[config.mk]
export PLATFORM = sky130hd
export DESIGN_NAME = rqp_div
export DESIGN_NICKNAME = d
export VERILOG_FILES = /design/src/rqp_pkg.sv /design/src/rqp_div.sv
export SDC_FILE = /design/constraint.sdc
export NUM_CORES = 2
export LEC_CHECK = 0
export BUFFER_PORTS_ARGS = -buffer_cell sky130_fd_sc_hd__buf_4
export CAP_MARGIN = 20
export CELL_PAD_IN_SITES_DETAIL_PLACEMENT = 0
export CELL_PAD_IN_SITES_GLOBAL_PLACEMENT = 2
export CORE_ASPECT_RATIO = 0.5
export CORE_UTILIZATION = 41
export DETAILED_ROUTE_END_ITERATION = 7
export PLACE_DENSITY_LB_ADDON = 0.1
export SYNTH_ARGS = -nofsm -noshare
export SYNTH_HDL_FRONTEND = slang
export SYNTH_SLANG_ARGS = --single-unit
[constraint.sdc]
create_clock -name clock -period 6.9 [get_ports clock]
set_input_delay 1.725 -clock clock [delete_from_list [all_inputs] [get_ports clock]]
set_output_delay 1.725 -clock clock [all_outputs]
set_load 0.01 [all_outputs]
[src/rqp_pkg.sv]
// Shared constants, widths and the sine table for the rotated quad projection.
// Depends on nothing; every other file imports it.
`default_nettype none

package rqp_pkg;

   // Fixed-point formats and fixed field widths.
   localparam int SINE_FRAC_BITS  = 14;
   localparam int COORD_FRAC_BITS = 8;
   localparam int CAMERA_DISTANCE = 2000;
   localparam int CAM_W           = 11;
   localparam int RECT_W          = 13;
   localparam int ANGLE_W         = 9;
   localparam int OFFSET_W        = 14;
   localparam int SCREEN_W        = 16;
   localparam int CSR_INDEX_W     = 2;

   // Derived datapath widths.
   localparam int ROM_W     = SINE_FRAC_BITS + 1;
   localparam int SIN_W     = SINE_FRAC_BITS + 2;
   localparam int TP_W      = 2 * SIN_W + 1;
   localparam int HALF_W    = RECT_W + COORD_FRAC_BITS;
   localparam int PROD_W    = HALF_W + SIN_W;
   localparam int SUM_W     = PROD_W + 1;
   localparam int COORD_W   = SUM_W - SINE_FRAC_BITS;
   localparam int ZC_W      = COORD_W + 2;
   localparam int NUM_W     = COORD_W + CAM_W + COORD_FRAC_BITS;
   localparam int QUOT_BITS = COORD_FRAC_BITS + 17;
   localparam int QS_W      = QUOT_BITS + 1;
   localparam int SCR_W     = QS_W + 1;

   // Pipeline depths: front stages, divider, output register.
   localparam int FRONT_LAT   = 6;
   localparam int DIV_LAT     = QUOT_BITS + 2;
   localparam int RSP_LATENCY = FRONT_LAT + DIV_LAT + 1;

   // Register indexes on the configuration port.
   localparam logic [CSR_INDEX_W-1:0] CSR_RECT_WIDTH  = 2'd0;
   localparam logic [CSR_INDEX_W-1:0] CSR_RECT_HEIGHT = 2'd1;

   localparam logic [RECT_W-1:0] RECT_RESET = 13'd256;

   typedef logic [ROM_W-1:0] sin_rom_type [0:90];

   // Quarter-wave sine in Q1.F, built at elaboration by a Taylor series in Q.30.
   function automatic sin_rom_type build_sin_rom();
      sin_rom_type rom;
      longint unsigned x;
      longint unsigned x2;
      longint unsigned term;
      longint unsigned sum;
      for (int r = 0; r <= 90; r++) begin
         x    = (64'(r) * 64'hC90FDAA2) / 64'd180;
         x2   = (x * x) >> 30;
         term = x;
         sum  = x;
         for (int k = 1; k <= 10; k++) begin
            term = ((term * x2) >> 30) / 64'((2 * k) * (2 * k + 1));
            if ((k % 2) == 1) begin
               sum = sum - term;
            end else begin
               sum = sum + term;
            end
         end
         rom[r] = ROM_W'((sum + (64'd1 << (29 - SINE_FRAC_BITS))) >> (30 - SINE_FRAC_BITS));
      end
      return rom;
   endfunction

   localparam sin_rom_type SIN_ROM = build_sin_rom();

   // Folds an angle of up to 511 degrees into 0..359.
   function automatic logic [ANGLE_W-1:0] angle_wrap(input logic [ANGLE_W-1:0] a);
      return (a >= ANGLE_W'(360)) ? a - ANGLE_W'(360) : a;
   endfunction

   // Sine of a whole-degree angle in 0..359, by quadrant symmetry.
   function automatic logic signed [SIN_W-1:0] sin_deg(input logic [ANGLE_W-1:0] d);
      logic [ANGLE_W-1:0] idx;
      logic               neg;
      logic signed [SIN_W-1:0] mag;
      if (d < ANGLE_W'(90)) begin
         idx = d;
         neg = 1'b0;
      end else if (d < ANGLE_W'(180)) begin
         idx = ANGLE_W'(180) - d;
         neg = 1'b0;
      end else if (d < ANGLE_W'(270)) begin
         idx = d - ANGLE_W'(180);
         neg = 1'b1;
      end else begin
         idx = ANGLE_W'(360) - d;
         neg = 1'b1;
      end
      mag = $signed({1'b0, SIN_ROM[idx[6:0]]});
      return neg ? -mag : mag;
   endfunction

endpackage

`default_nettype wire

[src/rqp_div.sv]
// Pipelined signed divider, one quotient bit per stage, truncating toward zero.
// Depends on rqp_pkg; a quotient too large for QUOT_BITS is clamped in magnitude.
`default_nettype none

module rqp_div (
   input  wire logic                                 clock,
   input  wire logic signed [rqp_pkg::NUM_W-1:0]     num,
   input  wire logic signed [rqp_pkg::ZC_W-1:0]      den,
   output logic signed      [rqp_pkg::QS_W-1:0]      quot
);
   import rqp_pkg::*;

   logic [NUM_W-1:0]     rem_ff  [0:QUOT_BITS];
   logic [NUM_W-1:0]     rem_in  [0:QUOT_BITS];
   logic [ZC_W-1:0]      dmag_ff [0:QUOT_BITS];
   logic [ZC_W-1:0]      dmag_in [0:QUOT_BITS];
   logic [QUOT_BITS-1:0] q_ff    [0:QUOT_BITS];
   logic [QUOT_BITS-1:0] q_in    [0:QUOT_BITS];
   logic [QUOT_BITS:0]   neg_ff;
   logic [QUOT_BITS:0]   neg_in;
   logic [QUOT_BITS:0]   ovf_ff;
   logic [QUOT_BITS:0]   ovf_in;
   logic signed [QS_W-1:0] quot_ff;
   logic signed [QS_W-1:0] quot_in;

   // Entry stage takes magnitudes, result sign and the overflow check.
   // Restoring steps follow: stage s settles quotient bit QUOT_BITS-1-s.
   always_comb begin
      rem_in[0]  = (num < 0) ? NUM_W'(-num) : NUM_W'(num);
      dmag_in[0] = (den < 0) ? ZC_W'(-den) : ZC_W'(den);
      q_in[0]    = '0;
      neg_in[0]  = num[NUM_W-1] ^ den[ZC_W-1];
      ovf_in[0]  = (rem_in[0] >> QUOT_BITS) >= NUM_W'(dmag_in[0]);
      for (int s = 0; s < QUOT_BITS; s++) begin
         if ((rem_ff[s] >> (QUOT_BITS - 1 - s)) >= NUM_W'(dmag_ff[s])) begin
            rem_in[s+1] = rem_ff[s] - (NUM_W'(dmag_ff[s]) << (QUOT_BITS - 1 - s));
            q_in[s+1]   = q_ff[s] | (QUOT_BITS'(1) << (QUOT_BITS - 1 - s));
         end else begin
            rem_in[s+1] = rem_ff[s];
            q_in[s+1]   = q_ff[s];
         end
         dmag_in[s+1] = dmag_ff[s];
         neg_in[s+1]  = neg_ff[s];
         ovf_in[s+1]  = ovf_ff[s];
      end
   end

   // Output stage: clamp on overflow and apply the sign.
   always_comb begin
      logic [QUOT_BITS-1:0] qm;
      qm      = ovf_ff[QUOT_BITS] ? '1 : q_ff[QUOT_BITS];
      quot_in = neg_ff[QUOT_BITS] ? -$signed({1'b0, qm}) : $signed({1'b0, qm});
   end

   always_ff @(posedge clock) begin
      for (int s = 0; s <= QUOT_BITS; s++) begin
         rem_ff[s]  <= rem_in[s];
         dmag_ff[s] <= dmag_in[s];
         q_ff[s]    <= q_in[s];
      end
      neg_ff  <= neg_in;
      ovf_ff  <= ovf_in;
      quot_ff <= quot_in;
   end

   assign quot = quot_ff;

endmodule

`default_nettype wire

==> impl_results.md <==
- Most frequent cells in the layout: dfxtp_1, inv_1, ha_1, a21oi_1, nand2_1
- Crit path kind: primary input to register
- Crit Path Max Fanout: 5
- Antenna Cells: 0
- Clock share of power: 24.1%
- GR Overflow Total: 0
- Initial antenna violation count: 0
- Drt via density: 4.84
- Pwr Density: 488 nW/um^2
- Most common flop cell mapped by yosys: dfxtp_1
- Largest delay share family, worst path: simple AND/OR/NAND/NOR gates
- Number of port buffers: 95
- Reg2Reg Depth: 12
- Max cap viols: 0
- Flops & latches, synth: 2128
- Drt first-iter violations: 2714
- Cts bufs inserted: 197
- Yosys warns: 0
- Worst vdd ir: 0.265 mV
- Clock-pin slew on the worst setup and hold paths: 70 ps
- Achievable frequency: 0.190 GHz
- CTS root buf: clkbuf_16
- Initial core utilization: 41.4%
- RSZ-0062 raised after global routing: false
- GP Congestion: 0.844
- Post-CTS sizing: 0
- Clk sinks: 2128
- Design Area, Final: 96400 sq um
- Worst EP required: 7600 ps
- First-pass GRT wire length: 302000 microns
- DP HPWL: 143000 microns
- Mean Syn Cell Area: 9.78 sq um
- H-tree depth: 4
- Hold Vio Cnt, Final: 0
- Cells on Worst Hold Path: 0
- Total GRT Usage: 17.3%
- Cell count after synthesis: 8777
- Area after DPL: 89700 sq um
- Crit. path cell count: 18
- Vias in the first global route: 58100
- Clock Tree Buf Depth: 4
- Fillers: 19800
- DR vias: 57400
- CTS tree: built
- Syn nets: 9514
- Drt first pass iters: 7
- Leakage: 43.0 nW
- CP Buf/Inv Count: 1
- Rel. slew slack: 30.6%
- Setup bufs post-CTS: 0
- Yosys top cell area share: 49.6%
- Worst-margin pin slew: 1010 ps
- Core Region: 207000 sq um
- Fraction of registers with async set/reset: 0%
- Ranking of synthesized cells by area: dfxtp_1, ha_1, xnor2_1, a21oi_1, inv_1
- Critical Path Source Type: primary input
- Final WL: 185000 microns
- Worst path max stage delay: 530 ps
- Nets: 9668
- Final period util: 76.4%
- DIE WIDTH: 649 microns
- Layout Skew: 55.1 ps
- Skew-Pair Late Insertion Delay: 850 ps
- CTS hold repair buffers: 0
- Yosys cell types: 82
- Worst path arrival time: 5980 ps
- Number of flops mapped to enable cells by yosys: 0
- Synth Cell Area: 85800 sq um
- Sequential area share after synthesis: 49.6%
- Switching Fraction: 35.5%
- Comb pwr share: 39.1%
- Layout area overhead: 12.3%
- Commonest non-fill, non-tap cell in the layout: dfxtp_1
- Detail Route Antenna Nets: 0
- Die area: 211000 sq um
- Io pins: 96
- Post-layout min period: 5270 ps
- Die height: 326 microns
- Area leader, netlist: dfxtp_1
- Hold Crit Class: register to register
- Routed wire per std cell: 15.6 microns
- Layout cells sized above 1: 7.78%
- Setup crit end kind: register
- Slowest CP cell: or4_4
- Sequential share of power: 36.9%
- Outcome: completed
- Net Sw Power: 16.7 mW
- Critical path cell sequence: buf_4, or4_4, or3_4, or3_4, or3_4, o31a_2, xnor2_1, ha_1, nand2b_1, a21oi_1, o21ai_0, a21o_1, a21oi_1, o21ai_0, a31oi_1, o21ai_0, a221oi_1, nor3_1
- Internal Power: 30.3 mW
- Slew Limit Fails: 0
- Largest net degree at the start of global routing: 59
- Setup violators final: 0
- Num rows: 118
- TNS Setup: 0 ps
- Drc violations: 0
-- per-stage QoR --
stage          total power [mW]  util [%]  hold WS (ps)  std cells  setup WS [ps]
3_3_place_gp               36.1      43.2           310      11500            725
2_1_floorplan              31.5         -           310       8777           1470
6_report                   47.0      46.5           289      11800           1630
4_1_cts                    47.6      46.5           288      11800           1710
5_1_grt                    50.8      46.5           296      11800           1410
3_5_place_dp               36.0      43.2           312      11500            834
-- synth_stat cells, types with 63 or more instances --
master / count
dfxtp_1: 2128
inv_1: 799
ha_1: 643
a21oi_1: 634
nand2_1: 612
o21ai_0: 569
nor2_1: 482
xnor2_1: 384
a21o_1: 304
xor2_1: 300
mux2_2: 174
clkbuf_1: 151
nor3_1: 130
nand2b_1: 120
nand3_1: 115
nor2b_1: 107
o21a_1: 85
nand4_1: 84
a211oi_1: 78
o31ai_1: 70
or3_1: 67
and3_1: 64
nor4_1: 64
a31oi_1: 63
-- flip-flops by register name, summed over array words and instances (netlist names) --
signal   count
neg_ff      26
dmag_ff    650
q_ff       325
quot        26
rem_ff    1075
ovf_ff      26
-- routing by layer --
layer	part of all wire (%)	GRT usage [%]	up-vias	wire [microns]
li1	-	-	30500	-
met1	47	21.9	25900	87300
met2	47	30.0	610	86000
met3	2.9	2.55	346	5290
met4	3.3	5.76	0	6030
met5	0	0	-	0
-- power groups by stage --
| stage | logic, mW | registers (mW) | clock network (mW) |
|---|---|---|---|
| 2_1_floorplan | 14.6 | 16.9 | 0 |
| 3_3_place_gp | 18.4 | 17.7 | 0 |
| 3_5_place_dp | 18.4 | 17.6 | 0 |
| 4_1_cts | 18.5 | 17.4 | 11.7 |
| 5_1_grt | 20.8 | 17.7 | 12.3 |
| 6_report | 18.4 | 17.3 | 11.3 |
-- worst register-to-register path, stage by stage, from the launching register on --
cell,delay [ps]
dfxtp_1,350
inv_1,50
ha_1,350
and3_1,250
nand4_1,340
a211oi_1,400
a211oi_1,180
a31o_2,260
o21ai_0,500
a31o_2,280
a31o_2,610
buf_4,350
mux2_2,360
-- layout make-up --
class,instances,area (sq um),area share (%)
inverter,801,3010,3.12
multi-input combinational,5681,39700,41.2
tap,2760,3450,3.58
clock buffer,258,5560,5.77
clock inverter,92,1180,1.22
sequential,2128,42600,44.2
timing repair buffer,122,916,0.950
-- cells by family after synthesis --
family	share of synthesized area [%]
buffers and inverters	4.24
and+or+nand+nor	11.4
adders and majority gates	9.93
DFF	49.6
muxes	2.50
xor gates and xnor gates	6.98
AOI/OAI and AO/OA	15.3
-- final timing paths --
| path | startpoint | end | slack (ps) |
|---|---|---|---|
| worst max register to register | dmag_ff[1][87] | rem_ff[10][9] | 2520 |
| worst min register to register | q_ff[4][44] | q_ff[5][19] | 290 |
| worst max-delay path | num[9] | ovf_ff[0] | 1630 |
| worst min-delay path | q_ff[4][44] | q_ff[5][19] | 290 |
(Power assumes the default switching activity.)
